--- config.mk ---
export PLATFORM = sky130hd
export DESIGN_NAME = pmm_cell
export DESIGN_NICKNAME = d
export VERILOG_FILES = /design/src/hw/rtl/pmm_pkg.sv /design/src/hw/rtl/pmm_cell.sv
export SDC_FILE = /design/constraint.sdc
export NUM_CORES = 1
export LEC_CHECK = 0
export ABC_CLOCK_PERIOD_IN_PS = 9750
export BUFFER_PORTS_ARGS = -buffer_cell sky130_fd_sc_hd__buf_2
export CORE_ASPECT_RATIO = 0.8
export CORE_MARGIN = 3
export CORE_UTILIZATION = 60
export DETAILED_ROUTE_END_ITERATION = 6
export PLACE_DENSITY = 0.91
export SLEW_MARGIN = 20
export SYNTH_ARGS = -nofsm -noshare
export SYNTH_HDL_FRONTEND = slang
export SYNTH_SLANG_ARGS = --single-unit
--- constraint.sdc ---
create_clock -name clk -period 9.75 [get_ports clk]
set_input_delay 0.975 -clock clk [delete_from_list [all_inputs] [get_ports clk]]
set_output_delay 0.975 -clock clk [all_outputs]
set_load 0.02 [all_outputs]
--- src/hw/rtl/pmm_pkg.sv ---
package pmm_pkg;

	// Coefficient and command widths.
	localparam int CoefW = 26;
	localparam int CmdW  = 2;
	localparam int BitW  = 5;

	// Index of the most significant coefficient bit, where every serial pass starts.
	localparam logic [BitW-1:0] TopBit = BitW'(CoefW - 1);

	// Smallest modulus that is accepted. A smaller written value is raised to it.
	localparam logic [CoefW-1:0] MinModulus = CoefW'(2);
	localparam logic [CoefW-1:0] CoefOne    = CoefW'(1);

	// Command codes.
	localparam logic [CmdW-1:0] CMD_LOAD_FIRST  = 2'd0;
	localparam logic [CmdW-1:0] CMD_LOAD_SECOND = 2'd1;
	localparam logic [CmdW-1:0] CMD_START       = 2'd2;

	// Sequencer states.
	typedef enum logic [2:0] {
		ST_IDLE,
		ST_LOAD,
		ST_PREP,
		ST_PREP_DONE,
		ST_MUL,
		ST_EMIT,
		ST_FLUSH
	} state_t;

	// Controls broadcast from the sequencer to every cell of the chain.
	typedef struct packed {
		logic            clr_r;     // restart the serial modular product
		logic            step;      // do one bit step of the serial product
		logic            prep;      // reduce the cell's own coefficient
		logic [BitW-1:0] bit_idx;   // bit of the own coefficient during prep
		logic            a_bit;     // broadcast bit of the first operand
		logic            take_red;  // keep the reduced coefficient
		logic            clr_acc;   // clear the accumulator
		logic            shift;     // accumulators move one cell toward the output
		logic            add_term;  // fold the finished product into the sum
	} cell_ctrl_t;

	// One step of an MSB-first modular multiply: (2r + b*m) mod p, for r < p, m < p.
	function automatic logic [CoefW-1:0] mod_step(
		input logic [CoefW-1:0] r,
		input logic             b,
		input logic [CoefW-1:0] m,
		input logic [CoefW-1:0] p
	);
		logic [CoefW:0] t;
		logic [CoefW:0] u;
		t = {r, 1'b0};
		if (t >= {1'b0, p}) begin
			t = t - {1'b0, p};
		end
		u = t + {1'b0, (b ? m : {CoefW{1'b0}})};
		if (u >= {1'b0, p}) begin
			u = u - {1'b0, p};
		end
		return u[CoefW-1:0];
	endfunction

	// Modular addition of two values that are both below p.
	function automatic logic [CoefW-1:0] mod_add(
		input logic [CoefW-1:0] a,
		input logic [CoefW-1:0] b,
		input logic [CoefW-1:0] p
	);
		logic [CoefW:0] s;
		s = {1'b0, a} + {1'b0, b};
		if (s >= {1'b0, p}) begin
			s = s - {1'b0, p};
		end
		return s[CoefW-1:0];
	endfunction

endpackage

--- src/hw/rtl/pmm_cell.sv ---
module pmm_cell (
	input  logic                       clk,
	input  pmm_pkg::cell_ctrl_t        ctrl,
	input  logic [pmm_pkg::CoefW-1:0]  modulus,
	input  logic                       active,
	input  logic                       b_we,
	input  logic [pmm_pkg::CoefW-1:0]  b_wdata,
	input  logic [pmm_pkg::CoefW-1:0]  acc_in,
	output logic [pmm_pkg::CoefW-1:0]  acc_out
);

	logic [pmm_pkg::CoefW-1:0] b_q;
	logic [pmm_pkg::CoefW-1:0] bred_q;
	logic [pmm_pkg::CoefW-1:0] r_q;
	logic [pmm_pkg::CoefW-1:0] acc_q;
	logic [pmm_pkg::CoefW-1:0] mult;
	logic                      bit_val;
	logic [pmm_pkg::CoefW-1:0] r_next;
	logic [pmm_pkg::CoefW-1:0] term;

	// During prep the cell reduces its own coefficient as own * 1 mod p.
	assign mult    = ctrl.prep ? pmm_pkg::CoefOne : bred_q;
	assign bit_val = ctrl.prep ? b_q[ctrl.bit_idx] : ctrl.a_bit;
	assign r_next  = pmm_pkg::mod_step(r_q, bit_val, mult, modulus);

	// Cells beyond the second operand's length contribute nothing.
	assign term    = (ctrl.add_term && active) ? r_q : '0;
	assign acc_out = pmm_pkg::mod_add(acc_q, term, modulus);

	// Stored coefficient of the second operand.
	always_ff @(posedge clk) begin
		if (b_we) begin
			b_q <= b_wdata;
		end
	end

	// Serial modular product and the reduced coefficient.
	always_ff @(posedge clk) begin
		if (ctrl.clr_r) begin
			r_q <= '0;
		end else if (ctrl.step) begin
			r_q <= r_next;
		end
		if (ctrl.take_red) begin
			bred_q <= r_q;
		end
	end

	// Partial sum for one product degree; it moves to the lower neighbor on each transfer.
	always_ff @(posedge clk) begin
		if (ctrl.clr_acc) begin
			acc_q <= '0;
		end else if (ctrl.shift) begin
			acc_q <= acc_in;
		end
	end

endmodule

==> reports/metrics.cfg <==
[outcome]
status=complete, but fails checks
failed_checks=DRC

[timing]
period_needed_ns=9.05
post-route-period-util_pct=92.8
max-slew-margin-rel_pct=43.2
slew_violations=0
fin_skew_ns=0.00992
rsz0062_at_grt=false
fin_tns_setup_ns=0
setup-violations-final=0
worst_pin_slew_ns=0.851
finalHoldViolCount=0
fmax_mhz=111

[route]
drcViolationCount=10
wl_per_cell_um=19.7
routed_via_density=6.55
num_vias=10700
drtAntennaViolNets=0
dr.pass1.iters=7
wirelength_um=32000
drt_iter0_markers=1091

[finish]
diodes=0
layout_commonest_cell=ha_1
register_area_um2=2600
drive_gt1_share_pct=13.1
layout_common_cells=ha_1 (130), nor2_1 (122), buf_2 (119)
final_util_pct=68.3
multiInputGateArea_um2=8020
syn_to_final_growth_pct=9.38
final_cells=1627
fin_nets=1626
final.fill_count=1300

[clock_tree]
clk_pin_slew_ns=0.08
cts_setup_buffers=0
cts_tree=done
clk_latency_ns=0.37
cts_root_buf=clkbuf_16
cts_resized=0
cts_buffers=9
htreeDepth=3
clock_sink_count=104
cts-hold-fix-buffers=0
cts.path.max_buffers=2

[min_path]
whs_path_depth=2
min-delay-start=acc_q[3]$_SDFFE_PP0P_
worstHoldPathType=flip-flop to flip-flop
min_to=acc_q[3]$_SDFFE_PP0P_

[placement]
place.gp.congestion=0.982
dpl.hpwl_um=25200
portBuffers=119
dp_cells=1611

[die]
rows=43
dieWidth_um=158
die-height_um=127
dieArea_um2=20100
coreArea_um2=17700
io_pins=120
initial_core_util_pct=62.4

[critical_path]
r2r_end=r_q[23]$_SDFFE_PP0P_
r2r.worst_path.cells=26
reg2reg_slack_ns=1.16
crit_type=primary input to flip-flop
end_kind=flip-flop
worstReg2RegStart=r_q[11]$_SDFFE_PP0P_
required_ns=9.98
arrival_ns=9.28
path_max_fanout=17
start_kind=primary input

[logic_synthesis]
synth.avg_cell_area_um2=8.47
yosys_warnings=0
synth_seq_cells=104
synth-edff-count=52
syn-num-nets=1533
synthFlopType=edfxtp_1
async_flop_share_pct=0
synth_cells=1304
synth_area_um2=11000
ys_types=80
synth_seq_area_share_pct=23.6

[global_route]
track_usage_pct=31.5
grt_pass1_vias=10100
grt_pass1_wl_um=50500
overflow=0
antenna_found_initial=0
grt_max_degree=54

[pwr]
p_per_area_nw_per_um2=329
peakVddDrop_uv=156
power_leakage_nw=5.86

[run]
cap_violations=0

-- cell usage after synthesis, types with 4 or more instances --
master | instances | area (um2)
o31ai_1 | 7 | 52.6
a31oi_1 | 19 | 119
o21bai_1 | 15 | 113
clkbuf_1 | 36 | 135
o21ai_0 | 61 | 305
or3_1 | 5 | 31.3
o21a_1 | 16 | 120
nor2b_1 | 11 | 68.8
and2_1 | 31 | 194
edfxtp_1 | 52 | 1560
fa_1 | 5 | 100
a31o_2 | 4 | 35.0
or4_1 | 6 | 45.0
ha_1 | 130 | 1630
mux4_2 | 7 | 158
nor4_1 | 7 | 43.8
nand2b_1 | 12 | 75.1
xor2_1 | 34 | 298
nor3_1 | 23 | 115
a21o_1 | 62 | 465
a211oi_1 | 31 | 233
o211ai_1 | 7 | 52.6
o22ai_1 | 4 | 25.0
and3_1 | 39 | 244
nand2_1 | 74 | 278
a2111oi_0 | 5 | 43.8
nor3b_1 | 4 | 30.0
nor2_1 | 122 | 458
inv_1 | 64 | 240
nand4_1 | 17 | 106
mux2i_1 | 49 | 490
nand3_1 | 20 | 100
dfxtp_1 | 52 | 1040
xnor2_1 | 74 | 648
a21oi_1 | 112 | 561
o211a_1 | 4 | 40.0
mux2_2 | 15 | 169
-- power by group --
group,leakage (nW),internal [mW],switching (mW)
clock,0.146,0.183,0.199
sequential,0.951,0.556,0.0990
combinational,4.76,1.20,1.75
total,5.86,1.94,2.04
-- metal layers --
| metal | track usage, % | vias up | share of wire (%) |
|---|---|---|---|
| met5 | 0 | - | 0 |
| met4 | 10.3 | 0 | 2.8 |
| met3 | 5.86 | 81 | 11 |
| met2 | 48.2 | 662 | 43 |
| met1 | 45.2 | 4894 | 43 |
| li1 | - | 5019 | - |
-- critical path: stages --
cell and delay, ns:
buf_2 0.10, inv_1 0.19, ha_1 0.33, a21oi_1 0.37
nor3_1 0.09, nor4_1 0.63, o2111ai_1 0.33, nand4_1 0.28
nand2_1 0.37, o21ai_0 0.57, ha_1 0.36, a211oi_1 0.21
nor2_1 0.12, o221ai_1 0.25, nand2_1 0.14, a2111oi_0 0.70
nor2_1 0.18, xnor2_1 0.37, ha_1 0.37, o21ai_0 0.20
a22oi_1 0.14, a21o_1 0.20, a221o_1 0.30, and2_0 0.26
nor3_4 0.57, buf_4 0.31, mux2i_1 0.24, a211oi_1 0.10
-- per-stage QoR --
stage	worst slack, ns	total power [mW]	instance area [um2]	hold WS (ns)
2_1_floorplan	2.39	2.82	11000	0.467
3_3_place_gp	1.04	3.36	11800	0.484
3_5_place_dp	0.750	3.46	11800	0.491
5_1_grt	0.234	4.24	12100	0.543
6_report	0.704	3.98	12100	0.505
4_1_cts	0.992	3.88	12100	0.513
-- logic make-up after synthesis --
kind of cell	Yosys count	share of synthesized area, %
and+or+nand+nor	392	17.9
AOI/OAI and AO/OA	386	22.9
adders and majority gates	135	15.6
xor gates and xnor gates	109	8.78
buffers and inverters	107	3.83
DFF	104	23.6
muxes	71	7.40
-- worst max-delay path by stage --
stage | from | end | slack, ns | cells after the start
final | modulus[12] | r_q[23]$_SDFFE_PP0P_ | 0.70 | 28
after global routing | modulus[12] | r_q[23]$_SDFFE_PP0P_ | 0.23 | 28
after CTS | modulus[12] | r_q[16]$_SDFFE_PP0P_ | 0.99 | 28
after detailed placement | modulus[12] | r_q[16]$_SDFFE_PP0P_ | 0.75 | 28
after global placement | modulus[12] | r_q[18]$_SDFFE_PP0P_ | 1.04 | 29
after floorplan | modulus[12] | r_q[16]$_SDFFE_PP0P_ | 2.39 | 32
-- cell type report --
class / instances / share of cell area (%)
multi-input combinational: 1093 / 66.4
sequential: 104 / 21.5
timing repair buffer: 125 / 5.30
tap: 225 / 2.33
inverter: 64 / 1.99
clock buffer: 9 / 1.86
clock inverter: 7 / 0.590
-- sequential cells by signal (all words and copies together) (netlist names) --
name    count
r_q        26
bred_q     26
b_q        26
acc_q      26
Power figures use the tool's default switching activity.
